## src/sorted_free_list_allocator_assert.svh

```systemverilog
// ----------------------------------------------------------------------------
// Assertion macros for the sorted free-list allocator
// Concurrent checks on clk, disabled while rst_n is low; empty in synthesis.
// ----------------------------------------------------------------------------
`ifndef SORTED_FREE_LIST_ALLOCATOR_ASSERT_SVH
`define SORTED_FREE_LIST_ALLOCATOR_ASSERT_SVH

`ifndef SYNTHESIS
// antecedent implies consequent in the same cycle
`define SFLA_ASSERT_IMPLY(label, clk, rst_n, ante, cons) \
    label: assert property (@(posedge clk) disable iff (!rst_n) (ante) |-> (cons)) \
        else $error("assertion failed: same-cycle implication");
// antecedent implies consequent in the next cycle
`define SFLA_ASSERT_NEXT(label, clk, rst_n, ante, cons) \
    label: assert property (@(posedge clk) disable iff (!rst_n) (ante) |=> (cons)) \
        else $error("assertion failed: next-cycle implication");
`else
`define SFLA_ASSERT_IMPLY(label, clk, rst_n, ante, cons)
`define SFLA_ASSERT_NEXT(label, clk, rst_n, ante, cons)
`endif

`endif

```

## src/sfla_pkg.sv

```systemverilog
// ----------------------------------------------------------------------------
// sfla_pkg
// Constants, payload types, command and status structs of the allocator.
// ----------------------------------------------------------------------------
`default_nettype none

package sfla_pkg;

    localparam int POOL_BYTES = 4096;
    localparam int WORD_BYTES = 8;
    localparam int WORD_W     = 8 * WORD_BYTES;
    localparam int POOL_ROWS  = POOL_BYTES / WORD_BYTES;
    localparam int ROW_W      = $clog2(POOL_ROWS);
    localparam int LANE_W     = $clog2(WORD_BYTES);
    localparam int OFF_W      = 12;
    localparam int ADDR_W     = $clog2(POOL_BYTES) + 1;
    localparam int HDR_OCC    = WORD_BYTES;
    localparam int HDR_FREE   = 2 * WORD_BYTES;
    localparam int MAX_WALK   = POOL_BYTES / (2 * WORD_BYTES) + 2;
    localparam int STEP_W     = $clog2(MAX_WALK + 1);
    localparam int CFG_ADDR_W = 3;
    localparam int CFG_DATA_W = 32;
    localparam int FIT_W      = 2;
    localparam int POOL_RESET = (4096 < POOL_BYTES) ? 4096 : POOL_BYTES;

    // register indexes
    localparam logic REG_FIT_MODE   = 1'b0;
    localparam logic REG_POOL_BYTES = 1'b1;

    // fit modes
    localparam logic [FIT_W-1:0] FIT_BEST  = 2'd1;
    localparam logic [FIT_W-1:0] FIT_WORST = 2'd2;

    // request types
    localparam logic REQ_ALLOC = 1'b0;

    // result status codes
    localparam logic [1:0] STATUS_DONE  = 2'd0;
    localparam logic [1:0] STATUS_NOMEM = 2'd1;
    localparam logic [1:0] STATUS_RANGE = 2'd2;

    typedef struct packed {
        logic             req_type;
        logic [OFF_W-1:0] request_bytes;
        logic [OFF_W-1:0] free_offset;
    } req_t;

    typedef struct packed {
        logic [1:0]       status;
        logic [OFF_W-1:0] block_offset;
        logic [OFF_W-1:0] granted_bytes;
    } res_t;

    typedef enum logic [4:0] {
        ST_IDLE,
        ST_CLEAR,
        ST_A_CHECK,
        ST_A_SZ,
        ST_A_NX,
        ST_A_DONE,
        ST_A_W1,
        ST_A_W2,
        ST_A_W3,
        ST_A_W4,
        ST_F_RANGE,
        ST_F_SIZE,
        ST_F_CHECK,
        ST_F_SZ,
        ST_F_NX,
        ST_F_JUDGE,
        ST_F_MSZ,
        ST_F_MLK,
        ST_F_W1,
        ST_F_W2,
        ST_F_W3
    } state_t;

    typedef enum logic [2:0] {
        RD_NONE,
        RD_CUR,
        RD_CUR_LINK,
        RD_HDR,
        RD_NXT,
        RD_NXT_LINK
    } rd_sel_t;

    typedef enum logic [3:0] {
        WR_NONE,
        WR_SPLIT_SIZE,
        WR_SPLIT_LINK,
        WR_PT_LINK,
        WR_T_SIZE,
        WR_PREV_SIZE,
        WR_PREV_LINK,
        WR_HDR_SIZE,
        WR_HDR_LINK,
        WR_PREV_TO_HDR
    } wr_sel_t;

    typedef struct packed {
        logic       load;
        rd_sel_t    rd_sel;
        wr_sel_t    wr_sel;
        logic       step;
        logic       cap_sz;
        logic       a_eval;
        logic       head_alloc;
        logic       cap_s;
        logic       f_prev;
        logic       f_adv;
        logic       f_nxt;
        logic       link_init;
        logic       merge_sz;
        logic       merge_lk;
        logic       head_free;
        logic       clear_start;
        logic       clear_en;
        logic       result;
        logic [1:0] res_status;
        logic       res_grant;
    } cmd_t;

    typedef struct packed {
        logic walk_ok;
        logic a_stop;
        logic have_t;
        logic split;
        logic have_pt;
        logic range_bad;
        logic size_bad;
        logic cur_ge_hdr;
        logic f_stop;
        logic overlap;
        logic merge_next;
        logic merge_prev;
        logic have_prev;
        logic clear_last;
    } stat_t;

endpackage

`default_nettype wire

```

## src/sfla_ctrl.sv

```systemverilog
// ----------------------------------------------------------------------------
// sfla_ctrl
// Controller state machine: sequences list walks, header writes and results.
// ----------------------------------------------------------------------------
`default_nettype none

`include "sorted_free_list_allocator_assert.svh"

module sfla_ctrl
    import sfla_pkg::*;
(
    input  wire logic  clk,
    input  wire logic  rst_n,
    input  wire logic  start,
    input  wire logic  req_type,
    input  wire logic  pool_wr,
    input  wire stat_t stat,
    output logic       busy,
    output cmd_t       cmd
);

    state_t state_reg;
    state_t state_next;
    logic   accept;

    assign busy   = (state_reg != ST_IDLE);
    assign accept = start && !busy;

    // hold state
    always_ff @(posedge clk or negedge rst_n)
    begin
        if (!rst_n)
        begin
            state_reg <= ST_CLEAR;
        end
        else
        begin
            state_reg <= state_next;
        end
    end

    // next state
    always_comb
    begin
        state_next = state_reg;
        case (state_reg)
            ST_IDLE:
            begin
                if (start)
                begin
                    state_next = (req_type == REQ_ALLOC) ? ST_A_CHECK : ST_F_RANGE;
                end
            end
            ST_CLEAR:   state_next = stat.clear_last ? ST_IDLE : ST_CLEAR;
            ST_A_CHECK: state_next = stat.walk_ok ? ST_A_SZ : ST_A_DONE;
            ST_A_SZ:    state_next = ST_A_NX;
            ST_A_NX:    state_next = stat.a_stop ? ST_A_DONE : ST_A_CHECK;
            ST_A_DONE:
            begin
                if (!stat.have_t)
                begin
                    state_next = ST_IDLE;
                end
                else
                begin
                    state_next = stat.split ? ST_A_W1 : ST_A_W3;
                end
            end
            ST_A_W1:    state_next = ST_A_W2;
            ST_A_W2:    state_next = ST_A_W3;
            ST_A_W3:    state_next = ST_A_W4;
            ST_A_W4:    state_next = ST_IDLE;
            ST_F_RANGE: state_next = stat.range_bad ? ST_IDLE : ST_F_SIZE;
            ST_F_SIZE:  state_next = stat.size_bad ? ST_IDLE : ST_F_CHECK;
            ST_F_CHECK:
            begin
                if (!stat.walk_ok || stat.cur_ge_hdr)
                begin
                    state_next = ST_F_JUDGE;
                end
                else
                begin
                    state_next = ST_F_SZ;
                end
            end
            ST_F_SZ:    state_next = ST_F_NX;
            ST_F_NX:    state_next = stat.f_stop ? ST_F_JUDGE : ST_F_CHECK;
            ST_F_JUDGE:
            begin
                if (stat.overlap)
                begin
                    state_next = ST_IDLE;
                end
                else
                begin
                    state_next = stat.merge_next ? ST_F_MSZ : ST_F_W1;
                end
            end
            ST_F_MSZ:   state_next = ST_F_MLK;
            ST_F_MLK:   state_next = ST_F_W1;
            ST_F_W1:    state_next = ST_F_W2;
            ST_F_W2:
            begin
                if (!stat.merge_prev && stat.have_prev)
                begin
                    state_next = ST_F_W3;
                end
                else
                begin
                    state_next = ST_IDLE;
                end
            end
            ST_F_W3:    state_next = ST_IDLE;
            default:    state_next = ST_IDLE;
        endcase
        // a pool size write rebuilds the pool
        if (pool_wr)
        begin
            state_next = ST_CLEAR;
        end
    end

    // command outputs
    always_comb
    begin
        cmd             = '0;
        cmd.rd_sel      = RD_NONE;
        cmd.wr_sel      = WR_NONE;
        cmd.clear_start = pool_wr;
        case (state_reg)
            ST_IDLE:
            begin
                cmd.load = start;
            end
            ST_CLEAR:
            begin
                cmd.clear_en = 1'b1;
            end
            ST_A_CHECK:
            begin
                if (stat.walk_ok)
                begin
                    cmd.rd_sel = RD_CUR;
                    cmd.step   = 1'b1;
                end
            end
            ST_A_SZ:
            begin
                cmd.cap_sz = 1'b1;
                cmd.rd_sel = RD_CUR_LINK;
            end
            ST_A_NX:
            begin
                cmd.a_eval = 1'b1;
            end
            ST_A_DONE:
            begin
                if (!stat.have_t)
                begin
                    cmd.result     = 1'b1;
                    cmd.res_status = STATUS_NOMEM;
                end
            end
            ST_A_W1:
            begin
                cmd.wr_sel = WR_SPLIT_SIZE;
            end
            ST_A_W2:
            begin
                cmd.wr_sel = WR_SPLIT_LINK;
            end
            ST_A_W3:
            begin
                if (stat.have_pt)
                begin
                    cmd.wr_sel = WR_PT_LINK;
                end
                else
                begin
                    cmd.head_alloc = 1'b1;
                end
            end
            ST_A_W4:
            begin
                cmd.wr_sel     = WR_T_SIZE;
                cmd.result     = 1'b1;
                cmd.res_status = STATUS_DONE;
                cmd.res_grant  = 1'b1;
            end
            ST_F_RANGE:
            begin
                if (stat.range_bad)
                begin
                    cmd.result     = 1'b1;
                    cmd.res_status = STATUS_RANGE;
                end
                else
                begin
                    cmd.rd_sel = RD_HDR;
                end
            end
            ST_F_SIZE:
            begin
                cmd.cap_s = 1'b1;
                if (stat.size_bad)
                begin
                    cmd.result     = 1'b1;
                    cmd.res_status = STATUS_RANGE;
                end
            end
            ST_F_CHECK:
            begin
                if (stat.walk_ok)
                begin
                    if (stat.cur_ge_hdr)
                    begin
                        cmd.f_nxt = 1'b1;
                    end
                    else
                    begin
                        cmd.rd_sel = RD_CUR;
                        cmd.step   = 1'b1;
                    end
                end
            end
            ST_F_SZ:
            begin
                cmd.f_prev = 1'b1;
                cmd.rd_sel = RD_CUR_LINK;
            end
            ST_F_NX:
            begin
                cmd.f_adv = 1'b1;
            end
            ST_F_JUDGE:
            begin
                if (stat.overlap)
                begin
                    cmd.result     = 1'b1;
                    cmd.res_status = STATUS_RANGE;
                end
                else
                begin
                    cmd.link_init = 1'b1;
                    if (stat.merge_next)
                    begin
                        cmd.rd_sel = RD_NXT;
                    end
                end
            end
            ST_F_MSZ:
            begin
                cmd.merge_sz = 1'b1;
                cmd.rd_sel   = RD_NXT_LINK;
            end
            ST_F_MLK:
            begin
                cmd.merge_lk = 1'b1;
            end
            ST_F_W1:
            begin
                cmd.wr_sel = stat.merge_prev ? WR_PREV_SIZE : WR_HDR_SIZE;
            end
            ST_F_W2:
            begin
                cmd.wr_sel = stat.merge_prev ? WR_PREV_LINK : WR_HDR_LINK;
                if (stat.merge_prev || !stat.have_prev)
                begin
                    cmd.head_free  = !stat.merge_prev;
                    cmd.result     = 1'b1;
                    cmd.res_status = STATUS_DONE;
                end
            end
            ST_F_W3:
            begin
                cmd.wr_sel     = WR_PREV_TO_HDR;
                cmd.result     = 1'b1;
                cmd.res_status = STATUS_DONE;
            end
            default:
            begin
                cmd.wr_sel = WR_NONE;
            end
        endcase
    end

    // an accepted transaction always leaves idle
    `SFLA_ASSERT_NEXT(a_accept_busy, clk, rst_n, accept, state_reg != ST_IDLE)
    // a result ends the transaction
    `SFLA_ASSERT_NEXT(a_result_idle, clk, rst_n, cmd.result && !pool_wr, state_reg == ST_IDLE)
    // no header write while idle
    `SFLA_ASSERT_IMPLY(a_idle_nowr, clk, rst_n, state_reg == ST_IDLE, cmd.wr_sel == WR_NONE)

endmodule

`default_nettype wire

```

## config.mk

```make
export PLATFORM = sky130hd
export DESIGN_NAME = sfla_ctrl
export DESIGN_NICKNAME = d
export VERILOG_FILES = /design/src/sfla_pkg.sv /design/src/sfla_ctrl.sv
export VERILOG_INCLUDE_DIRS = /design/src /design/src/src
export SDC_FILE = /design/constraint.sdc
export NUM_CORES = 1
export LEC_CHECK = 0
export BUFFER_PORTS_ARGS = -buffer_cell sky130_fd_sc_hd__buf_2
export CAP_MARGIN = 20
export CORE_MARGIN = 4
export CORE_UTILIZATION = 47
export CTS_BUF_LIST = sky130_fd_sc_hd__clkbuf_8
export CTS_CLUSTER_DIAMETER = 120
export DETAILED_ROUTE_END_ITERATION = 6
export HOLD_SLACK_MARGIN = 0.15
export PLACE_DENSITY_LB_ADDON = 0.15
export SYNTH_ARGS = -nofsm -noshare
export SYNTH_HDL_FRONTEND = slang
export SYNTH_SLANG_ARGS = --single-unit
```

## constraint.sdc

```tcl
create_clock -name clk -period 1.85 [get_ports clk]
set_input_delay 0 -clock clk [delete_from_list [all_inputs] [get_ports clk]]
set_output_delay 0 -clock clk [all_outputs]
set_load 0.02 [all_outputs]
```

After elaboration in Yosys (flattened, before gate mapping)
Cells that the tools add are included.

Flip-flop bits (word level): 5. Output and inout bits: 27. Input port bits: 19. Word-level logic and storage cells: 88.

Equal/unequal tests: 21. Reductions and logical operators: 10. Muxes and demuxes: 56.

Operators with widths (number): 5-bit case mux with 19 select lines (1); 5-bit by 4-bit equality test with 1-bit output (second input constant) (8); 3-bit case mux with 6 select lines (2); 3-bit two-way mux (10); 4-bit case mux with 7 select lines (1); 5-bit equality test (second input constant) (5); 1-bit two-way mux (25); 4-bit two-way mux (6); 5-bit by 3-bit equality test with 1-bit output (second input constant) (4); 5-bit two-way mux (4); 2-bit two-way mux (6); 5-bit by 2-bit equality test with 1-bit output (second input constant) (2); 5-bit by 1-bit equality test with 1-bit output (second input constant) (1); 5-bit logical NOT (1); 5-bit nonzero test (1); 2-bit OR reduction (2); 1-bit logical NOT (3); 3-bit != test (second input constant) (1); 1-bit logical OR (2); 1-bit case mux with 2 select lines (1); 1-bit logical AND (1).

Depth between registers and ports, before layout
Gate-level depths: netlist of the first run.

Word-level depth: 5. Gate-level depth with buffers: 6. Depth with buffers taken out: 4.

Least setup slack after synthesis of the first run
Ideal clock, no wire load.

Path type: flip-flop to flip-flop. From: reg state_reg[0]. To: reg state_reg[4]. Cell stages (with the launch flop): 6. Setup time: 72 ps. Required time: 1778 ps. Arrival: 1691 ps. Period minus slack after synthesis: 1764 ps. Slack: 86 ps. Path buffers: 1. Path through: dfstp_2 > buf_2 > nand2_1 > nor3_1 > o21ba_2 > nor2_1.

Longest elaborated chain between the ends: 3. Elaborated cells between the ends (all ways): 22. Classes of those cells: eq/ne (19); mux (2); reduce/logical (1).

RTL lines: from (decl) (line sfla_ctrl.sv:22) `state_t state_reg;`; from (signal assigned) (line sfla_ctrl.sv:38) `state_reg <= state_next;`; 5-bit equality test, or another cell as far along (line sfla_ctrl.sv:46) `case (state_reg)`; 5-bit case mux with 19 select lines (line sfla_ctrl.sv:46); 5-bit two-way mux (line sfla_ctrl.sv:117) `if (pool_wr)`.

Parallel ways exist; a longest one is shown, timed or not. A chain may end at the register's enable or synchronous reset.

==> reports/qor.txt, run 1 <==
leak pwr = 0.698 nW
Initial Util = 51.5%
# Max-Cap Violations = 0
Worst Path Buf+Inv = 2
Post-synth ARST share = 100%
Peak Freq = 561 MHz
Power Total = 1.01 mW
cells after synthesis = 144
# H-tree levels = 1
GRT met3 Usage = 4.27%
vias in the first global route = 1212
syn avg cell area = 6.45 sq um
Via density = 5.90
CTS max path bufs = 2
Layout Nets = 220
crit path time final = 1.78 ns
Slew HR = 72.3%
Critical Path Start Type = register
Seq/Total Area, Yosys = 13.6%
CTS sink cnt = 5
CP arrival = 1.78 ns
clock buffer count from CTS = 3
CP Capture Type = primary output
Die W = 52.4 microns
Layout Area Growth over Synthesis = 49.9%
I/O Buffers = 45
Inserted Diodes = 0
initial antenna violation count = 0
Top cell by count, worst path = buf_4
Rows = 15
CTS tree = done
largest cells by area after synthesis = nor2_1 (11%), dfrtp_1 (11%), a21oi_1 (5.9%), nand2b_1 (5.4%), o21ai_0 (4.3%)
Post-synth EDFFs = 0
ratio of cells with drive above 1 in the final layout = 38.5%
synthesized net count = 163
GRT busiest layer = met2
worst skew pair latency = 0.23 ns
CP delay by family, top = simple AND/OR/NAND/NOR gates
GR Overflow Total = 0
WHS = 0.158 ns
Wirelength per Cell = 15.9 microns
crit-path cells = buf_4, or3b_1, nor3_2, a21oi_1, o211ai_1, buf_4
run status = completed
fill count = 157
placed cell areas = 0.00121 sq mm
router iterations before antenna repair = 4
Placer Congestion = 1.00
largest net degree at the start of global routing = 22
HPWL after DPL = 2560 microns
critical path's slowest cell = dfrtp_2
ys flop type = dfrtp_1
synth unique cells = 46
Total Routing Usage GR = 28.0%
total routed wirelength = 3570 microns
Worst Path Class, Setup = register to primary output
Clock Root Buffer = clkbuf_8
Hold Crit Class = input port to register
Hold Fails Final Rpt = 0
Cells after DPL = 211
fin cells = 225
worst clock skew = 0.00194 ns
met1 Use GR = 37.2%
IO Count = 46
ANT nets after route = 0
setup violators final = 0
core area = 0.00180 sq mm
drc violations = 0
Die Ht = 52.4 microns
Pins Over Slew Limit = 0
worst slew pin tran = 0.414 ns
initial drt markers = 55
Cell Area, Synth = 928 sq um
Synth top area share = 10.9%
met2 Usage GRT = 45.0%
period utilization = 96.3%
slowest cell delay on critical path = 0.47 ns
pwr/cell area = 727 mW/mm^2
cell area after layout = 0.00139 sq mm
clock transition at the registers of the reported paths = 0.04 ns
Yosys Warn Count = 0
post-synth top area cell = nor2_1
die area = 0.00275 sq mm
crit path max fanout = 10
VDD IR-drop max = 564 uV
vias = 1328
CP required = 1.85 ns
Synth Register Bits = 5
Largest register FFs = 5
first-pass GRT wire length = 5730 microns
-- worst paths after layout --
check,slack [ns],cells after the start,from,to
min,0.16,3,req_type,state_reg[3]
min reg2reg,0.67,3,state_reg[4],state_reg[2]
max reg2reg,0.10,4,state_reg[1],state_reg[3]
min in group asynchronous,0.27,2,rst_n,state_reg[0]
max,0.07,6,state_reg[3],cmd[3]
max in group asynchronous,0.93,3,rst_n,state_reg[2]
-- worst reg2reg max path: stages, from the launching register on --
cell	delay (ns)
dfrtp_1	0.49
or2_2	0.42
or3_1	0.37
o211ai_1	0.22
a31oi_1	0.10
-- cells by family after synthesis --
group / count (synthesis) / share of synthesized area [%]
and+or+nand+nor: 75 / 44.3
xor gates and xnor gates: 1 / 0.944
buffers and inverters: 20 / 9.84
AOI/OAI and AO/OA: 41 / 29.1
muxes: 2 / 2.16
DFF: 5 / 13.6
-- Yosys cell counts, drive strengths merged, types with 3 or more instances --
library cell,instances
nor2,27
a21oi,11
buf,10
nand2b,8
o21ai,8
nand2,7
inv,6
nor3,6
a31oi,4
clkbuf,4
dfrtp,4
a21o,3
nor2b,3
nor4,3
o211ai,3
-- cell type report --
class | instances | area (sq um) | area share [%]
tap | 25 | 31.3 | 2.25
sequential | 5 | 134 | 9.62
timing repair buffer | 66 | 420 | 30.2
clock buffer | 3 | 41.3 | 2.97
multi-input combinational | 119 | 734 | 52.8
inverter | 6 | 26.3 | 1.89
clock inverter | 1 | 3.75 | 0.270
-- power by group --
part | switching [mW] | leakage [nW] | internal, mW
clock | 0.0615 | 0.0269 | 0.143
sequential | 0.0470 | 0.0607 | 0.135
combinational | 0.365 | 0.610 | 0.260
total | 0.474 | 0.698 | 0.537
-- through the flow --
stage               utilization [%]  setup TNS [ns]  setup WS, ns
finish                         77.2               0        0.0687
global route                   77.2         -0.0224       -0.0224
global placement               67.2               0         0.115
floorplan                         -               0        0.0865
detailed placement             67.2               0         0.140
CTS                            73.2               0       0.00369
-- timing repair --
action / CTS / global route
gates resized for setup: 1 / 13
endpoints found under the setup margin: 1 / 9
pin swaps: 0 / 0
hold buffers: 6 / 0
endpoints found under the hold margin: 7 / 0
buffers inserted: 0 / 4
-- per-layer routing --
layer | wire length, microns | vias up | share of wire (%)
li1 | - | 633 | -
met1 | 1470 | 597 | 41
met2 | 1670 | 89 | 47
met3 | 354 | 9 | 9.9
met4 | 85 | 0 | 2.4
met5 | 0 | - | 0
-- cells in the final DEF (no fill, tap or decap), types with 2 or more instances in the layout --
master	netlist	layout
a31oi_1	4	4
nor3b_2	0	2
dfrtp_2	0	3
dlygate4sd3_1	0	6
nor2b_1	3	3
or3_1	2	2
a22oi_1	2	2
and2_1	2	2
nor3_1	5	4
a21o_1	3	3
buf_2	7	44
buf_4	2	12
nor4_1	3	2
nand2_1	7	7
nand2b_1	8	8
a21oi_1	11	11
buf_6	0	2
nor2_1	27	27
o21ai_0	8	7
nand3_1	2	2
a32oi_1	2	2
mux2i_1	2	2
clkbuf_8	0	3
inv_1	6	6
nor3_2	1	2
o211ai_1	3	3
a32o_1	2	2
Note: power is estimated with default switching activity, not from simulation.
==> run 2, diff against run 1 <==
==> constraint.sdc (replaced) <==
create_clock -name clk -period 1.85 [get_ports clk]
set_input_delay 0 -clock clk [delete_from_list [all_inputs] [get_ports clk]]
set_output_delay 0 -clock clk [all_outputs]
set_load 0.1 [all_outputs]
==> run 2 against run 1 <==
Against the previous run:
- the run now fails in detailed placement (3_5_place_dp)
- synthesized area unchanged
- synthesized cell count unchanged
==> reports/qor.txt, run 2 <==
post-synthesis mux area share = 2.16% (unchanged)
Placer Congestion = 1.03 (+3.1%)
post-synthesis simple-gate area fraction = 44.3% (unchanged)
compound-cell area share of the yosys netlist = 29.1% (unchanged)
synth unique cells = 46 (unchanged)
Exit stage = detailed placement (3_5_place_dp)
post-synth top area cell = nor2_1
I/O Buffers = 45 (unchanged)
Die Ht = 52.4 microns (unchanged)
count leader, synth = nor2_1
synthesized net count = 163 (unchanged)
Halt Reason = [ERROR DPL-0033] detailed placement checks failed during check placement.
Synth Register Bits = 5 (unchanged)
IO Count = 46 (unchanged)
Post-synth ARST share = 100% (unchanged)
ys flop type = dfrtp_1
syn avg cell area = 6.45 sq um (unchanged)
post-synthesis xor/xnor area fraction = 0.943% (unchanged)
Die W = 52.4 microns (unchanged)
Yosys Warn Count = 0 (unchanged)
Rows = 15 (unchanged)
Synth top area share = 10.9% (unchanged)
Initial Util = 51.5% (unchanged)
Post-synth EDFFs = 0 (unchanged)
Adder-Cell Fraction of Synth Area = 0% (unchanged)
HPWL after DPL = 4300 microns (+68%)
Commonest cells post-synth = nor2_1 (27), a21oi_1 (11), nand2b_1 (8), o21ai_0 (8)
main combinational cell family by area after synthesis = simple AND/OR/NAND/NOR gates
cells after synthesis = 144 (unchanged)
Seq/Total Area, Yosys = 13.6% (unchanged)
largest cells by area after synthesis = nor2_1 (11%), dfrtp_1 (11%), a21oi_1 (5.9%), nand2b_1 (5.4%), o21ai_0 (4.3%)
Cell Area, Synth = 928 sq um (unchanged)
run status = did not finish
run 2: through the flow:
step | setup TNS (ns) | hold slack (ns) | std cells | area (sq um)
global placement | 0 | -0.180 | 216 | 1780
floorplan | -2.89 | -0.296 | 144 | 1100
run 2: logic make-up after synthesis:
logic type,count (synthesis)
compound gates,41
xor+xnor,1
buf+inv,20
flops,5
mux,2
simple gates,75
==> run 3, diff against run 2 <==
--- a/config.mk
+++ b/config.mk
@@ -8,12 +8,9 @@
 export LEC_CHECK = 0
 export BUFFER_PORTS_ARGS = -buffer_cell sky130_fd_sc_hd__buf_2
 export CAP_MARGIN = 20
-export CORE_MARGIN = 4
-export CORE_UTILIZATION = 47
-export CTS_BUF_LIST = sky130_fd_sc_hd__clkbuf_8
-export CTS_CLUSTER_DIAMETER = 120
+export CORE_AREA = 4 4 65 67
 export DETAILED_ROUTE_END_ITERATION = 6
-export HOLD_SLACK_MARGIN = 0.15
+export DIE_AREA = 0 0 69 71
 export PLACE_DENSITY_LB_ADDON = 0.15
 export SYNTH_ARGS = -nofsm -noshare
 export SYNTH_HDL_FRONTEND = slang
==> run 3 against run 2 <==
Against the previous run:
- the flow now finishes without violations
==> reports/qor.txt, run 3 (same netlist as run 1, synthesis figures left out) <==
run status = completed
GR Overflow Total = 0
Largest register FFs = 5
FF-to-FF End = state_reg[1]
Seq. cell area = 131 sq um
Die Ht = 71 microns (+35%)
die area = 0.00490 sq mm
Pins Over Slew Limit = 0
Layout Nets = 233
crit-path cells = buf_4, nand3b_2, buf_4, nor3_4, a21o_1, buf_12
fill count = 345
Hold Crit Class = input port to register
final core occ = 55.8%
leak pwr = 0.842 nW
total routed wirelength = 4160 microns
hold path start = pool_wr
Clock Root Buffer = clkbuf_8
Wirelength per Cell = 15.9 microns
RSZ-0062 raised after global routing = yes
Psw = 0.879 mW
Placer Congestion = 0.888 (-14%)
VDD IR-drop max = 304 uV
Rows = 22 (+7)
IO Count = 46 (unchanged)
most frequent cells in the layout = buf_4 (30), buf_12 (27), buf_2 (19)
R2R setup slack = 0.08 ns
CP Launch Point = state_reg[4]
CP Capture Type = primary output
Switching Fraction = 54.0%
Hold EP = state_reg[0]
Gate power share = 76.7%
clock transition at the registers of the reported paths = 0.04 ns
# H-tree levels = 1
worst skew pair latency = 0.22 ns
Multi-input gate area = 872 sq um
CP required = 1.85 ns
Critical Path Start Type = register
Pint = 0.749 mW
ANT nets after route = 0
Peak Freq = 549 MHz
Initial Util = 25.6% (-26 points)
Inserted Diodes = 0
reg2reg start = state_reg[4]
initial drt markers = 74
core area = 0.00363 sq mm
Hold Fails Final Rpt = 0
vias in the first global route = 1291
pwr/cell area = 804 mW/mm^2
CTS tree = done
reg2reg path depth = 5
worst hold path depth = 3
Layout Area Growth over Synthesis = 118%
initial antenna violation count = 0
CTS max path bufs = 2
first-pass GRT wire length = 6720 microns
Top cell by count, worst path = buf_4
drc violations = 0
worst clock skew = 0.00339 ns
slowest cell delay on critical path = 0.44 ns
Power Total = 1.63 mW
I/O Buffers = 45 (unchanged)
CP arrival = 1.82 ns
ratio of cells with drive above 1 in the final layout = 54.9%
largest net degree at the start of global routing = 20
worst slew pin tran = 0.485 ns
# Max-Cap Violations = 0
clock share of power = 12.5%
setup violators final = 0
crit path time final = 1.82 ns
commonest non-fill, non-tap cell in the layout = buf_4
router iterations before antenna repair = 4
crit path max fanout = 5
HPWL after DPL = 3200 microns (-26%)
Slew HR = 67.9%
clock buffer count from CTS = 3
Total Routing Usage GR = 16.4%
Worst Path Class, Setup = register to primary output
Die W = 69 microns (+32%)
vias = 1392
CTS sink cnt = 5
Via density = 5.33
Sequential Power Share = 10.8%
period utilization = 98.5%
critical path's slowest cell = dfrtp_2
==> run 3: what timing repair did <==
action | 4_1_cts | 5_1_grt
pin swaps | 1 | 2
gates resized for setup | 5 | 8
buffers inserted | 2 | 6
hold endpoints to repair | 5 | 0
endpoints found under the setup margin | 3 | 8
hold buffers | 1 | 0
cloned | 0 | 0
==> run 3: worst max path at each step <==
stage,slack [ns],to,cells after the start
final,0.03,cmd[24],6
after detailed placement,0.13,state_reg[4],5
after global routing,-0.07,cmd[19],7
after floorplan,-0.92,cmd[3],6
after CTS,0.01,cmd[3],5
after global placement,0.13,state_reg[4],5
==> run 3: worst max-delay path, delay by kind of cell, from the launching register on <==
family	cells	cell delay, ns
AO/OA/AOI/OAI	1	0.20
buffers and inverters	3	0.51
flip-flops	1	0.44
AND/OR/NAND/NOR	2	0.45
==> run 3: final cells by class <==
cell class,count,share of cell area (%)
Clock buffer,3,2.04
Timing Repair Buffer,79,43.9
Inverter,6,1.30
Tap cell,48,2.96
Multi-Input combinational cell,119,43.1
Clock inverter,1,0.247
Sequential cell,5,6.49
==> run 3: per-layer routing <==
layer | up-vias | track usage, % | routed length, microns
met5 | - | 0 | 0
li1 | 658 | - | -
met4 | 0 | 2.39 | 86
met1 | 659 | 22.4 | 1730
met2 | 65 | 27.0 | 2090
met3 | 10 | 3.27 | 254
==> run 3: per-stage QoR <==
| stage | cells | TNS (ns) | hold slack [ns] | instance area, sq um | setup WS, ns |
|---|---|---|---|---|---|
| floorplan | 144 | -2.89 | -0.296 | 1100 | -0.918 |
| global placement | 248 | 0 | -0.177 | 1870 | 0.131 |
| detailed placement | 248 | 0 | -0.176 | 1870 | 0.127 |
| CTS | 255 | 0 | 0.0466 | 1960 | 0.0142 |
| global route | 261 | -0.124 | 0.0634 | 2030 | -0.0694 |
| finish | 261 | 0 | 0.0476 | 2030 | 0.0286 |
==> run 3: power by group through the flow <==
| stage | clock network (mW) | registers (mW) | logic (mW) |
|---|---|---|---|
| finish | 0.204 | 0.176 | 1.25 |
| global route | 0.217 | 0.179 | 1.31 |
| CTS | 0.208 | 0.183 | 1.19 |
| detailed placement | 0 | 0.182 | 1.18 |
| global placement | 0 | 0.181 | 1.18 |
| floorplan | 0 | 0.141 | 0.795 |
