===== src/sorted_free_list_allocator_assert.svh =====
// ----------------------------------------------------------------------------
// Assertion macros for the sorted free-list allocator
// Concurrent checks on clk, disabled while rst_n is low; empty in synthesis.
// ----------------------------------------------------------------------------
`ifndef SORTED_FREE_LIST_ALLOCATOR_ASSERT_SVH
`define SORTED_FREE_LIST_ALLOCATOR_ASSERT_SVH

`ifndef SYNTHESIS
// antecedent implies consequent in the same cycle
`define SFLA_ASSERT_IMPLY(label, clk, rst_n, ante, cons) \
    label: assert property (@(posedge clk) disable iff (!rst_n) (ante) |-> (cons)) \
        else $error("assertion failed: same-cycle implication");
// antecedent implies consequent in the next cycle
`define SFLA_ASSERT_NEXT(label, clk, rst_n, ante, cons) \
    label: assert property (@(posedge clk) disable iff (!rst_n) (ante) |=> (cons)) \
        else $error("assertion failed: next-cycle implication");
`else
`define SFLA_ASSERT_IMPLY(label, clk, rst_n, ante, cons)
`define SFLA_ASSERT_NEXT(label, clk, rst_n, ante, cons)
`endif

`endif


===== src/sfla_pkg.sv =====
// ----------------------------------------------------------------------------
// sfla_pkg
// Constants, payload types, command and status structs of the allocator.
// ----------------------------------------------------------------------------
`default_nettype none

package sfla_pkg;

    localparam int POOL_BYTES = 4096;
    localparam int WORD_BYTES = 8;
    localparam int WORD_W     = 8 * WORD_BYTES;
    localparam int POOL_ROWS  = POOL_BYTES / WORD_BYTES;
    localparam int ROW_W      = $clog2(POOL_ROWS);
    localparam int LANE_W     = $clog2(WORD_BYTES);
    localparam int OFF_W      = 12;
    localparam int ADDR_W     = $clog2(POOL_BYTES) + 1;
    localparam int HDR_OCC    = WORD_BYTES;
    localparam int HDR_FREE   = 2 * WORD_BYTES;
    localparam int MAX_WALK   = POOL_BYTES / (2 * WORD_BYTES) + 2;
    localparam int STEP_W     = $clog2(MAX_WALK + 1);
    localparam int CFG_ADDR_W = 3;
    localparam int CFG_DATA_W = 32;
    localparam int FIT_W      = 2;
    localparam int POOL_RESET = (4096 < POOL_BYTES) ? 4096 : POOL_BYTES;

    // register indexes
    localparam logic REG_FIT_MODE   = 1'b0;
    localparam logic REG_POOL_BYTES = 1'b1;

    // fit modes
    localparam logic [FIT_W-1:0] FIT_BEST  = 2'd1;
    localparam logic [FIT_W-1:0] FIT_WORST = 2'd2;

    // request types
    localparam logic REQ_ALLOC = 1'b0;

    // result status codes
    localparam logic [1:0] STATUS_DONE  = 2'd0;
    localparam logic [1:0] STATUS_NOMEM = 2'd1;
    localparam logic [1:0] STATUS_RANGE = 2'd2;

    typedef struct packed {
        logic             req_type;
        logic [OFF_W-1:0] request_bytes;
        logic [OFF_W-1:0] free_offset;
    } req_t;

    typedef struct packed {
        logic [1:0]       status;
        logic [OFF_W-1:0] block_offset;
        logic [OFF_W-1:0] granted_bytes;
    } res_t;

    typedef enum logic [4:0] {
        ST_IDLE,
        ST_CLEAR,
        ST_A_CHECK,
        ST_A_SZ,
        ST_A_NX,
        ST_A_DONE,
        ST_A_W1,
        ST_A_W2,
        ST_A_W3,
        ST_A_W4,
        ST_F_RANGE,
        ST_F_SIZE,
        ST_F_CHECK,
        ST_F_SZ,
        ST_F_NX,
        ST_F_JUDGE,
        ST_F_MSZ,
        ST_F_MLK,
        ST_F_W1,
        ST_F_W2,
        ST_F_W3
    } state_t;

    typedef enum logic [2:0] {
        RD_NONE,
        RD_CUR,
        RD_CUR_LINK,
        RD_HDR,
        RD_NXT,
        RD_NXT_LINK
    } rd_sel_t;

    typedef enum logic [3:0] {
        WR_NONE,
        WR_SPLIT_SIZE,
        WR_SPLIT_LINK,
        WR_PT_LINK,
        WR_T_SIZE,
        WR_PREV_SIZE,
        WR_PREV_LINK,
        WR_HDR_SIZE,
        WR_HDR_LINK,
        WR_PREV_TO_HDR
    } wr_sel_t;

    typedef struct packed {
        logic       load;
        rd_sel_t    rd_sel;
        wr_sel_t    wr_sel;
        logic       step;
        logic       cap_sz;
        logic       a_eval;
        logic       head_alloc;
        logic       cap_s;
        logic       f_prev;
        logic       f_adv;
        logic       f_nxt;
        logic       link_init;
        logic       merge_sz;
        logic       merge_lk;
        logic       head_free;
        logic       clear_start;
        logic       clear_en;
        logic       result;
        logic [1:0] res_status;
        logic       res_grant;
    } cmd_t;

    typedef struct packed {
        logic walk_ok;
        logic a_stop;
        logic have_t;
        logic split;
        logic have_pt;
        logic range_bad;
        logic size_bad;
        logic cur_ge_hdr;
        logic f_stop;
        logic overlap;
        logic merge_next;
        logic merge_prev;
        logic have_prev;
        logic clear_last;
    } stat_t;

endpackage

`default_nettype wire


===== src/sfla_regs.sv =====
// ----------------------------------------------------------------------------
// sfla_regs
// APB-style configuration registers: fit mode and pool size.
// ----------------------------------------------------------------------------
`default_nettype none

module sfla_regs
    import sfla_pkg::*;
(
    input  wire logic                  clk,
    input  wire logic                  rst_n,
    input  wire logic                  psel,
    input  wire logic                  penable,
    input  wire logic                  pwrite,
    input  wire logic [CFG_ADDR_W-1:0] paddr,
    input  wire logic [CFG_DATA_W-1:0] pwdata,
    output logic      [CFG_DATA_W-1:0] prdata,
    output logic                       pready,
    output logic      [FIT_W-1:0]      fit_mode,
    output logic      [ADDR_W-1:0]     pool_bytes,
    output logic                       pool_wr
);

    logic              wr_en;
    logic              reg_idx;
    logic [ADDR_W-1:0] pool_raw;
    logic [ADDR_W-1:0] pool_clamped;
    logic [FIT_W-1:0]  fit_mode_reg;
    logic [ADDR_W-1:0] pool_bytes_reg;

    assign pready  = 1'b1;
    assign wr_en   = psel && penable && pwrite;
    assign reg_idx = paddr[2];

    // clamp pool size into the legal range
    assign pool_raw = pwdata[ADDR_W-1:0];
    always_comb
    begin
        pool_clamped = pool_raw;
        if (pool_raw < ADDR_W'(HDR_FREE))
        begin
            pool_clamped = ADDR_W'(HDR_FREE);
        end
        else if (pool_raw > ADDR_W'(POOL_BYTES))
        begin
            pool_clamped = ADDR_W'(POOL_BYTES);
        end
    end

    // write registers
    always_ff @(posedge clk or negedge rst_n)
    begin
        if (!rst_n)
        begin
            fit_mode_reg   <= '0;
            pool_bytes_reg <= ADDR_W'(POOL_RESET);
        end
        else if (wr_en)
        begin
            if (reg_idx == REG_FIT_MODE)
            begin
                fit_mode_reg <= pwdata[FIT_W-1:0];
            end
            else
            begin
                pool_bytes_reg <= pool_clamped;
            end
        end
    end

    assign pool_wr    = wr_en && (reg_idx == REG_POOL_BYTES);
    assign fit_mode   = fit_mode_reg;
    assign pool_bytes = pool_bytes_reg;

    // read back
    always_comb
    begin
        if (reg_idx == REG_FIT_MODE)
        begin
            prdata = CFG_DATA_W'(fit_mode_reg);
        end
        else
        begin
            prdata = CFG_DATA_W'(pool_bytes_reg);
        end
    end

endmodule

`default_nettype wire


===== config.mk =====
export PLATFORM = sky130hd
export DESIGN_NAME = sfla_regs
export DESIGN_NICKNAME = d
export VERILOG_FILES = /design/src/sorted_free_list_allocator_assert.svh /design/src/sfla_pkg.sv /design/src/sfla_regs.sv
export SDC_FILE = /design/constraint.sdc
export NUM_CORES = 1
export LEC_CHECK = 0
export BUFFER_PORTS_ARGS = -buffer_cell sky130_fd_sc_hd__clkbuf_2
export CORE_MARGIN = 4
export CORE_UTILIZATION = 39
export DETAILED_ROUTE_END_ITERATION = 12
export PLACE_DENSITY = 0.91
export SYNTH_ARGS = -nofsm -noshare
export SYNTH_HDL_FRONTEND = slang
export SYNTH_SLANG_ARGS = --single-unit
export TNS_END_PERCENT = 1

===== constraint.sdc =====
create_clock -name clk -period 1.4 [get_ports clk]
set_clock_uncertainty 0.05 [all_clocks]
set_input_delay 0.07 -clock clk [delete_from_list [all_inputs] [get_ports clk]]
set_output_delay 0.07 -clock clk [all_outputs]
set_load 0.05 [all_outputs]

# After elaboration in Yosys (flattened, before gate mapping)
# Cells that the tools add are included.
classes:
  n_reduce_logical: 5
  bitwise: 1
  magnitude_cmp: 2
  mux: 3
op_table:
  columns: ["op", "count"]
  rows:
  - ["13-bit 2-to-1 mux", 3]
  - ["13-bit greater-than comparator (second input constant)", 1]
  - ["13-bit by 5-bit < comparator with 1-bit output (second input constant)", 1]
  - ["2-bit AND reduction", 2]
  - ["1-bit logical AND", 3]
  - ["1-bit inverter", 1]
word_totals:
  output_inout_bits: 49
  register_bits: 15
  wordCells: 13

# Logic depth before layout (Yosys ltp)
# Gate-level depths: netlist of run 1.
depth:
  depth_word: 3
  depth_mapped: 5
  depth_no_buf: 4

# Worst setup path before layout of run 1
# Ideal clock, no wire load.
synth_path:
  path_type: "reg-to-output"
  start: "register pool_bytes_reg[12] (netlist: pool_bytes[12])"
  end: "output prdata[12]"
  n_path_buf: 0
  path_stages_with_launch: 2
  t_required_ps: 1280
  arrival_time_ps: 1150
  setup_slack_ps: 130
  path_cell_list: "dfstp_2 -> and2_1"
synth_between:
  elab_chain_len: 1
synth_rtl:
  columns: ["item", "line", "source"]
  rows:
  - ["from (decl)", "sfla_regs.sv:29", "logic [ADDR_W-1:0] pool_bytes_reg;"]
  - ["from (signal assigned)", "sfla_regs.sv:56", "pool_bytes_reg <= ADDR_W'(POOL_RESET);"]
  - ["from (signal assigned)", "sfla_regs.sv:66", "pool_bytes_reg <= pool_clamped;"]
  - ["13-bit 2-to-1 mux", "sfla_regs.sv:78", "if (reg_idx == REG_FIT_MODE)"]
  - ["to (decl)", "sfla_regs.sv:17", "output logic [CFG_DATA_W-1:0] prdata,"]
# No other way between the ends.

# Worst setup path in the final report of run 1
# Same ends and word-level chain as after synthesis.

==> key figures, run 1 <==
STA
  • Fin Setup TNS: 0 ns
  • Final Critical Period: 1.31 ns
  • Endpoints failing setup: 0
  • Fin. Hold Viols: 0
  • Max Clock Freq: 762 MHz
  • Period utilisation layout: 93.8%
  • Max-slew violations: 0
  • RSZ-0062 raised after global routing: false
  • Final WS setup: 0.0874 ns

Power and ir drop
  • Pleak: 0.000663 µW
  • Max rail drop VDD: 0.000780 V
  • PwrDens: 1410 nW/µm²
  • Total power: 1730 µW

Clocking
  • Clock buffer count from CTS: 3
  • Htree depth: 1
  • Clk slew on worst S/H paths: 0.09 ns
  • Clock latency on the worst-skew pair: 0.27 ns
  • Clock Sinks: 15
  • CTS Buffer Depth: 2
  • CTS tree: built
  • Post-CTS sizing: 0
  • Clk root buf: clkbuf_4

Floorplanning
  • Full die area: 3240 µm²
  • # rows: 17
  • Core area: 2230 µm²
  • Die height: 56.9 µm
  • I/O Pins: 89
  • Width of the die: 56.9 µm
  • Starting Density: 41.7%

Global routing
  • First-pass GRT wire length: 3.68 mm
  • Total congestion overflow: 0
  • Number of global-route vias before repair: 807
  • Total GRT Usage: 14.7%
  • Initial antenna violation count: 0
  • Largest net degree at the start of global routing: 16

Synthesis
  • Synth top area share: 37.6%
  • Mapped Area: 932 µm²
  • Post-Syn Area per Cell: 9.92 µm²
  • FF+latch count, synth: 15
  • Post-synth cell types: 22
  • Synth Instances: 94
  • Warnings from Yosys: 0
  • Largest cells by area after synthesis: dfrtp_1 (38%), buf_4 (16%), and2_1 (8.1%)
  • Sequential fraction of the synthesis area: 40.4%
  • Largest area contributor in the synthesized netlist: dfrtp_1

Setup path
  • CP cell instances: and2_1, clkbuf_2
  • Endpoint type of the worst setup path: output port
  • Worst Path Buf+Inv: 1
  • Slowest stage cell on the critical path: dfstp_2
  • R2R cell count: 1
  • CP Max Fanout: 3
  • CP top delay family: flip-flops
  • Reg-to-reg slack, setup: 0.57 ns
  • Worst Path Arrival: 1.19 ns
  • Critical R2R Capture: fit_mode[0]
  • WP depth: 2
  • CP Class: reg -> out
  • Reg2Reg Launch Point: fit_mode[0]
  • CP startpoint kind: flip-flop
  • Max incr delay on CP: 0.54 ns
  • WP data required: 1.28 ns

Drt
  • Initial detailed-routing violation count: 26
  • Vias/cell: 4.54
  • First drt pass iteration count: 4
  • DRC: 0
  • Vias after detailed routing: 813
  • Post-Route WL: 2.32 mm
  • Routed wire length per instance: 13.0 µm
  • Routed Antenna Nets: 0

Final layout
  • Max FFs per register: 13
  • Area grow syn2layout: 31.5%
  • Share of cells above drive strength 1: 41.7%
  • Filler cells: 231
  • N_diodes: 0
  • Post-route non-filler standard cell count: 179
  • Register area: 377 µm²
  • Nets: 192
  • Multi-input logic area: 448 µm²

Min path
  • Worst hold-check path type: in -> reg
  • Hold depth: 2
  • Hold endpoint: fit_mode[0]
  • Hold wc startpoint: pwdata[0]

Placed design
  • Buffers on Ports: 47
  • Global placer's final weighted congestion: 0.816
  • Dpl hpwl: 1.80 mm
  • Dpl cells: 167
  • Setup WS pre-CTS: 0.132 ns

Run status
  • Status: completed

Flow run
  • Max_cap viols: 0
==> kinds of logic after synthesis <==
| group | synth area share, % |
|---|---|
| simple gates | 18.8 |
| buf+inv | 18.8 |
| compound gates | 8.86 |
| flops | 40.4 |
| mux | 12.3 |
| other cells | 0.806 |
==> placed cells by master, fill, tap and decap left out, types with 2 or more instances in the layout <==
cell           synthesis  layout
dlygate4sd3_1          0       7
a21oi_1                8       8
buf_4                 20       4
clkbuf_2               0      47
a21o_1                 2       2
o21ai_1                3       3
nor4_2                 2       2
conb_1                 2      20
dfrtp_1               14      14
nand2_1                9       9
mux2i_1                7       7
and2_1                12      12
clkbuf_4               0       3
mux2_2                 4       4
==> routing by layer <==
layer / GRT usage, % / up-vias / wire length [µm]
met2: 22.7 / 44 / 1170
met1: 19.5 / 376 / 945
met4: 5.63 / 0 / 9
met3: 3.91 / 2 / 203
li1: - / 391 / -
met5: 0 / - / 0
==> final cells by class <==
| cell class | count | area share [%] |
|---|---|---|
| clock buffers | 4 | 2.14 |
| inverters | 1 | 0.408 |
| multi-input cells | 73 | 36.5 |
| flip-flops and latches | 15 | 30.7 |
| well taps | 28 | 2.86 |
| repair buffers | 58 | 27.3 |
==> how the worst max path moves through the flow <==
stage	from	to	slack [ns]
after global placement	pwdata[10]	pool_bytes[8]	0.23
after CTS	pwdata[3]	pool_bytes[8]	0.03
after detailed placement	pwdata[10]	pool_bytes[5]	0.13
final	pool_bytes[12]	prdata[12]	0.09
after global routing	pwdata[3]	pool_bytes[8]	0.02
after floorplan	pool_bytes[12]	prdata[12]	0.13
==> power breakdown <==
group | switching (µW) | leakage [µW] | internal, µW
clock network | 128 | 0.0000150 | 110
logic | 717 | 0.000460 | 194
registers | 59.9 | 0.000189 | 517
==> stage by stage <==
| stage | hold WS [ns] | util (%) | instance area, µm² |
|---|---|---|---|
| 2_1_floorplan | -0.276 | - | 1000 |
| 3_3_place_gp | -0.0579 | 50.3 | 1120 |
| 3_5_place_dp | -0.0401 | 50.3 | 1120 |
| 4_1_cts | 0.00659 | 54.6 | 1220 |
| 5_1_grt | 0.0111 | 54.9 | 1230 |
| 6_report | 0.0286 | 54.9 | 1230 |
==> synth_stat cells <==
master and instances:
mux2i_1 7, o21ai_1 3, nand4b_1 1, conb_1 2, o21ai_0 1, dfrtp_1 14
clkbuf_1 1, nand4_4 1, dfstp_2 1, buf_4 20, mux2_2 4, buf_2 1
and2_1 12, nand2_1 9, o31ai_1 1, a21o_1 2, nor4_1 1, nor4_2 2
a21oi_1 8, clkinv_2 1, nand3_1 1, buf_6 1
==> what timing repair did <==
item                                    in CTS  in global routing
endpoints found under the setup margin       0                  7
setup buffers                                0                  1
hold buffers                                 7                  0
endpoints found under the hold margin       20                  0
Power figures use the tool's default switching activity.
==> run 2, diff against run 1 <==
--- a/config.mk
+++ b/config.mk
@@ -5,6 +5,7 @@
 export SDC_FILE = /design/constraint.sdc
 export NUM_CORES = 1
 export LEC_CHECK = 0
+export ABC_AREA = 1
 export BUFFER_PORTS_ARGS = -buffer_cell sky130_fd_sc_hd__clkbuf_2
 export CORE_MARGIN = 4
 export CORE_UTILIZATION = 39
==> run 2 against run 1 <==
Against the previous run: hold slack lost 0.0023 ns; sequential power shrank 3.6%; non-clock buffer count did not move; global-route usage is 0.47 points lower; synthesized cell count grew 48%; routed wire length down 3.4%; fmax up 1.2%; critical path depth rose by 1; utilization rose by 1.2 points.
==> key figures, run 2 <==
Floorplanning
  • # rows: 17 (unchanged)
  • Width of the die: 57.3 µm (was 56.9 µm)
  • Full die area: 3290 µm² (was 3240 µm²)
  • I/O Pins: 89 (unchanged)
  • Starting Density: 42.1% (was 41.7%)
  • Core area: 2250 µm² (was 2230 µm²)
  • Die height: 57.3 µm (was 56.9 µm)

Drt
  • Vias/cell: 4.21 (was 4.54)
  • First drt pass iteration count: 4 (unchanged)
  • Vias after detailed routing: 943 (was 813)
  • Initial detailed-routing violation count: 10 (was 26)
  • Routed Antenna Nets: 0 (unchanged)
  • Post-Route WL: 2.25 mm (was 2.32 mm)
  • DRC: 0 (unchanged)
  • Routed wire length per instance: 10.0 µm (was 13.0 µm)

Synthesis
  • Largest cells by area after synthesis: dfrtp_1 (37%), nand2_1 (23%), buf_4 (17%) (was dfrtp_1 (38%), buf_4 (16%), and2_1 (8.1%))
  • Post-synth cell types: 15 (was 22)
  • Synth async-reset ratio: 100% (unchanged)
  • Mapped Area: 948 µm² (was 932 µm²)
  • Most instantiated cells after synthesis: nand2_1 (58), buf_4 (21), inv_1 (16) (was buf_4 (20), dfrtp_1 (14), and2_1 (12))
  • Largest area contributor in the synthesized netlist: dfrtp_1 (unchanged)
  • Synth top area share: 36.9% (was 37.6%)
  • Post-synth EDFFs: 0 (unchanged)
  • Warnings from Yosys: 0 (unchanged)
  • Most common cell in the netlist: nand2_1 (was buf_4)
  • Synth Flop Type: dfrtp_1 (unchanged)
  • FF+latch count, synth: 15 (unchanged)
  • Sequential fraction of the synthesis area: 39.7% (was 40.4%)
  • Post-Syn Area per Cell: 6.82 µm² (was 9.92 µm²)
  • Synth Instances: 139 (was 94)

Final layout
  • Nets: 237 (was 192)
  • Register area: 377 µm² (unchanged)
  • Filler cells: 229 (was 231)
  • Area grow syn2layout: 33.4% (was 31.5%)
  • Commonest non-fill, non-tap cells in the layout: nand2_1 (57), clkbuf_2 (47), conb_1 (20), inv_1 (16), dfrtp_1 (14) (was clkbuf_2 (47), conb_1 (20), dfrtp_1 (14), and2_1 (12), nand2_1 (9))
  • Share of cells above drive strength 1: 29.1% (was 41.7%)
  • N_diodes: 0 (unchanged)
  • Most common cell after layout, fill and taps aside: nand2_1 (was clkbuf_2)
  • Multi-input logic area: 417 µm² (was 448 µm²)
  • Max FFs per register: 13 (unchanged)

Global routing
  • Number of global-route vias before repair: 869 (was 807)
  • First-pass GRT wire length: 3.73 mm (was 3.68 mm)
  • Initial antenna violation count: 0 (unchanged)
  • Total GRT Usage: 14.2% (was 14.7%)
  • Total congestion overflow: 0 (unchanged)
  • Largest net degree at the start of global routing: 16 (unchanged)

Clocking
  • Clk root buf: clkbuf_4 (unchanged)
  • CTS Buffer Depth: 2 (unchanged)
  • Htree depth: 1 (unchanged)
  • Clock Sinks: 15 (unchanged)
  • Clock latency on the worst-skew pair: 0.27 ns (about the same)
  • Clk slew on worst S/H paths: 0.08 ns (was 0.09 ns)
  • Clock buffer count from CTS: 3 (unchanged)
  • CTS tree: built (unchanged)

STA
  • RSZ-0062 raised after global routing: false (unchanged)
  • Final Critical Period: 1.30 ns (was 1.31 ns)
  • Fin. Hold Viols: 0 (unchanged)
  • Final WS setup: 0.103 ns (was 0.0874 ns)
  • Max Clock Freq: 771 MHz (was 762 MHz)
  • Max-slew violations: 0 (unchanged)
  • Endpoints failing setup: 0 (unchanged)
  • Period utilisation layout: 92.6% (was 93.8%)
  • Fin Setup TNS: 0 ns (unchanged)

Setup path
  • WP data required: 1.28 ns (about the same)
  • CP Class: reg -> out (unchanged)
  • Worst Path Arrival: 1.18 ns (was 1.19 ns)
  • Endpoint type of the worst setup path: output port (unchanged)
  • CP Max Fanout: 3 (unchanged)
  • CP startpoint kind: flip-flop (unchanged)

Min path
  • Worst hold-check path type: in -> reg (unchanged)

Flow run
  • Max_cap viols: 0 (unchanged)

Power and ir drop
  • Total power: 1590 µW (was 1730 µW)
  • PwrDens: 1260 nW/µm² (was 1410 nW/µm²)
  • Pleak: 0.000826 µW (was 0.000663 µW)
  • Max rail drop VDD: 0.000647 V (was 0.000780 V)

Placed design
  • Dpl hpwl: 1.67 mm (was 1.80 mm)
  • Setup WS pre-CTS: 0.284 ns (was 0.132 ns)
  • Global placer's final weighted congestion: 0.804 (was 0.816)
  • Buffers on Ports: 47 (unchanged)

Run status
  • Status: completed (unchanged)
==> run 2: changes by cell type after synthesis, sizes merged, moves of 3 or more <==
cell,change
inv,+18
a21oi,-8
and2,-12
nand2,+49
nand3,+4
mux2,-4
nor2,+12
nor4,-3
mux2i,-7
==> run 2: final timing paths <==
path / startpoint / to / slack (ns) / depth (start not counted)
setup / recovery: pool_bytes[12] / prdata[12] / 0.10 / 3
hold / removal: pwdata[0] / fit_mode[0] / 0.03 / 3
setup reg to reg: pool_bytes[12] / pool_bytes[12] / 0.63 / 1
hold reg to reg: pool_bytes[0] / pool_bytes[0] / 0.46 / 2
max in group asynchronous: rst_n / pool_bytes[12] / 0.82 / 2
min in group asynchronous: rst_n / pool_bytes[5] / 0.18 / 2
==> run 2: cells by family after synthesis <==
family	Yosys count	share of synthesized area (%)
other	2	0.792
buffers and inverters	41	24.5
AO/OA/AOI/OAI	5	3.17
AND/OR/NAND/NOR	76	31.8
flip-flops	15	39.7
==> run 2: cell type report <==
class	instances	share of cell area, %
multi-input combinational	101	32.9
sequential	15	29.8
timing repair buffer	58	27.1
inverter	18	5.34
tap	28	2.77
clock buffer	4	2.08
==> run 2: what timing repair did <==
item | 4_1_cts | 5_1_grt
endpoints found under the setup margin | 0 | 11
buffers inserted | 0 | 0
hold endpoints to repair | 24 | 0
resized for setup | 0 | 3
hold buffers | 10 | 0
==> run 2: metrics by stage <==
stage	cells	cell area, µm²	hold slack [ns]	utilization, %
2_1_floorplan	157	1020	-0.276	-
3_5_place_dp	210	1130	-0.0517	50.1
6_report	224	1260	0.0263	56.1
4_1_cts	224	1250	0.0152	55.7
5_1_grt	224	1260	0.0233	56.1
3_3_place_gp	210	1130	-0.0548	50.1
==> run 2: routing by layer <==
layer | track usage (%) | wire length [µm] | part of all wire [%] | vias up
met5 | 0 | 0 | 0 | -
met3 | 3.85 | 224 | 10 | 4
met1 | 16.8 | 882 | 39 | 414
met4 | 4.97 | 41 | 1.8 | 0
li1 | - | - | - | 484
met2 | 24.8 | 1100 | 49 | 41
==> run 2: where the power goes <==
group | total, µW | internal, µW | switching [µW]
logic | 794 | 158 | 636
clock network | 240 | 110 | 129
registers | 556 | 505 | 51.7
total | 1590 | 773 | 817
==> run 2: worst max-delay path, cell delays in order, from the launching register on <==
cell and delay [ns]:
dfstp_2 0.54, nand2_1 0.05, inv_1 0.05, clkbuf_2 0.26
==> run 3, diff against run 2 <==
--- a/config.mk
+++ b/config.mk
@@ -9,8 +9,10 @@
 export BUFFER_PORTS_ARGS = -buffer_cell sky130_fd_sc_hd__clkbuf_2
 export CORE_MARGIN = 4
 export CORE_UTILIZATION = 39
+export CTS_CLUSTER_DIAMETER = 30
 export DETAILED_ROUTE_END_ITERATION = 12
 export PLACE_DENSITY = 0.91
+export SETUP_SLACK_MARGIN = 0.2
 export SYNTH_ARGS = -nofsm -noshare
 export SYNTH_HDL_FRONTEND = slang
 export SYNTH_SLANG_ARGS = --single-unit
==> constraint.sdc (replaced) <==
create_clock -name clk -period 1.52 [get_ports clk]
set_clock_uncertainty 0.05 [all_clocks]
set_input_delay 0.076 -clock clk [delete_from_list [all_inputs] [get_ports clk]]
set_output_delay 0.076 -clock clk [all_outputs]
set_load 0.05 [all_outputs]
==> run 3 against run 2 <==
Against the previous run: sequential power down 7.7%; hold slack worse by 0.020 ns; routed wire length down 3.2%; register-to-register slack better by 0.13 ns; flip-flop and latch count unchanged; clock power down 8%; largest power group unchanged; highest routed layer is now met3.
==> key figures, run 3 (synthesis results as in run 2) <==
Clocking
  • Clock Sinks: 15 (unchanged)
  • Clock latency on the worst-skew pair: 0.27 ns (about the same)
  • CTS tree: built (unchanged)
  • Setup bufs post-CTS: 0 (unchanged)
  • Clk root buf: clkbuf_4 (unchanged)
  • Clk slew on worst S/H paths: 0.09 ns (was 0.08 ns)
  • Htree depth: 1 (unchanged)
  • Clock buffer count from CTS: 3 (unchanged)
  • CTS Buffer Depth: 2 (unchanged)

Final layout
  • Commonest non-fill, non-tap cells in the layout: nand2_1 (58), clkbuf_2 (46), conb_1 (20), inv_1 (16), dfrtp_1 (14) (was nand2_1 (57), clkbuf_2 (47), conb_1 (20), inv_1 (16), dfrtp_1 (14))
  • Share of cells above drive strength 1: 28.4% (was 29.1%)
  • Max FFs per register: 13 (unchanged)
  • Final core occ: 54.9% (was 56.1%)
  • Area grow syn2layout: 30.5% (was 33.4%)
  • Filler cells: 237 (was 229)
  • Most common cell after layout, fill and taps aside: nand2_1 (unchanged)
  • N_diodes: 0 (unchanged)
  • Nets: 235 (was 237)

Power and ir drop
  • PwrDens: 1180 nW/µm² (was 1260 nW/µm²)
  • Max rail drop VDD: 0.000594 V (was 0.000647 V)
  • Total power: 1460 µW (was 1590 µW)
  • Pleak: 0.000818 µW (was 0.000826 µW)

Global routing
  • Initial antenna violation count: 0 (unchanged)
  • First-pass GRT wire length: 3.63 mm (was 3.73 mm)
  • Largest net degree at the start of global routing: 16 (unchanged)
  • Number of global-route vias before repair: 859 (was 869)
  • Total GRT Usage: 13.8% (was 14.2%)
  • Total congestion overflow: 0 (unchanged)

Min path
  • Worst hold-check path type: in -> reg (unchanged)

Drt
  • DRC: 0 (unchanged)
  • Routed wire length per instance: 9.80 µm (was 10.0 µm)
  • Routed Antenna Nets: 0 (unchanged)
  • Vias after detailed routing: 940 (was 943)
  • First drt pass iteration count: 4 (unchanged)
  • Post-Route WL: 2.18 mm (was 2.25 mm)
  • Initial detailed-routing violation count: 10 (unchanged)
  • Vias/cell: 4.23 (was 4.21)

Floorplanning
  • Full die area: 3290 µm² (unchanged)
  • Die height: 57.3 µm (unchanged)
  • # rows: 17 (unchanged)
  • Core area: 2250 µm² (unchanged)
  • Width of the die: 57.3 µm (unchanged)
  • I/O Pins: 89 (unchanged)
  • Starting Density: 42.1% (unchanged)

STA
  • Max Clock Freq: 795 MHz
  • Max-slew violations: 0 (unchanged)
  • Endpoints failing setup: 0 (unchanged)
  • Final Critical Period: 1.26 ns
  • Fin Setup TNS: 0 ns (unchanged)
  • Fin. Hold Viols: 0 (unchanged)
  • Period utilisation layout: 82.7%
  • RSZ-0062 raised after global routing: false (unchanged)

Setup path
  • CP endpoint: prdata[12] (unchanged)
  • R2R cell count: 1 (unchanged)
  • CP Max Fanout: 3 (unchanged)
  • Critical R2R Capture: pool_bytes[12] (unchanged)
  • Endpoint type of the worst setup path: output port (unchanged)
  • CP startpoint kind: flip-flop (unchanged)
  • Reg-to-reg slack, setup: 0.76 ns (was 0.63 ns)
  • WP data required: 1.39 ns (was 1.28 ns)
  • CP Class: reg -> out (unchanged)
  • Crit path launch: pool_bytes[12] (unchanged)
  • Worst Path Arrival: 1.13 ns (was 1.18 ns)
  • Reg2Reg Launch Point: pool_bytes[12] (unchanged)

Flow run
  • Max_cap viols: 0 (unchanged)

Placed design
  • Buffers on Ports: 47 (unchanged)
  • Global placer's final weighted congestion: 0.804 (unchanged)
  • Dpl hpwl: 1.67 mm (unchanged)

Run status
  • Status: completed (unchanged)
run 3: cell count changes in the layout (fill, tap and decap cells not counted):
cell / previous run / this run
nor2_2: 1 / 0
nor2_1: 10 / 11
dlygate4sd3_1: 10 / 8
nand2_1: 57 / 58
clkbuf_2: 47 / 46
clkbuf_4: 3 / 4
nand2_4: 1 / 0
run 3: worst max-delay path, cell delays in order (launching register included):
cell and delay [ns]:
dfstp_2 0.55, nand2_1 0.05, inv_1 0.05, clkbuf_4 0.21
run 3: worst min-delay path by stage:
stage,to,start,depth (start not counted)
finish,pool_bytes[3],pwdata[3],3
global route,pool_bytes[3],pwdata[3],3
CTS,pool_bytes[3],pwdata[3],3
detailed placement,pool_bytes[4],rst_n,1
global placement,pool_bytes[4],rst_n,1
floorplan,fit_mode[0],rst_n,0
run 3: cell type report:
type	count	area, µm²	area share [%]
Sequential cell	15	377	30.4
Clock buffer	4	26.3	2.12
Multi-Input combinational cell	101	407	32.9
Tap cell	28	35.0	2.83
Inverter	18	67.6	5.46
Timing Repair Buffer	56	325	26.3
run 3: per-layer routing:
layer / share of wire, % / track usage, % / up-vias
li1: - / - / 487
met1: 40 / 16.6 / 414
met2: 49 / 24.5 / 39
met3: 11 / 3.85 / 0
met4: 0 / 2.98 / 0
met5: 0 / 0 / -
run 3: power breakdown:
part	switching, µW	internal, µW
sequential	47.6	465
combinational	583	144
clock	121	102
run 3: timing repair:
| item | 4_1_cts | 5_1_grt |
|---|---|---|
| hold buffers | 8 | 0 |
| resized for setup | 0 | 2 |
| endpoints found under the hold margin | 22 | 0 |
| setup endpoints to repair | 0 | 1 |
run 3: metrics by stage:
step,instance area [µm²],hold WS (ns),instances,setup slack (ns)
2_1_floorplan,1020,-0.270,157,0.314
3_3_place_gp,1130,-0.0488,210,0.413
3_5_place_dp,1130,-0.0457,210,0.398
4_1_cts,1230,0.00452,222,0.207
5_1_grt,1240,0.00452,222,0.215
6_report,1240,0.00682,222,0.263
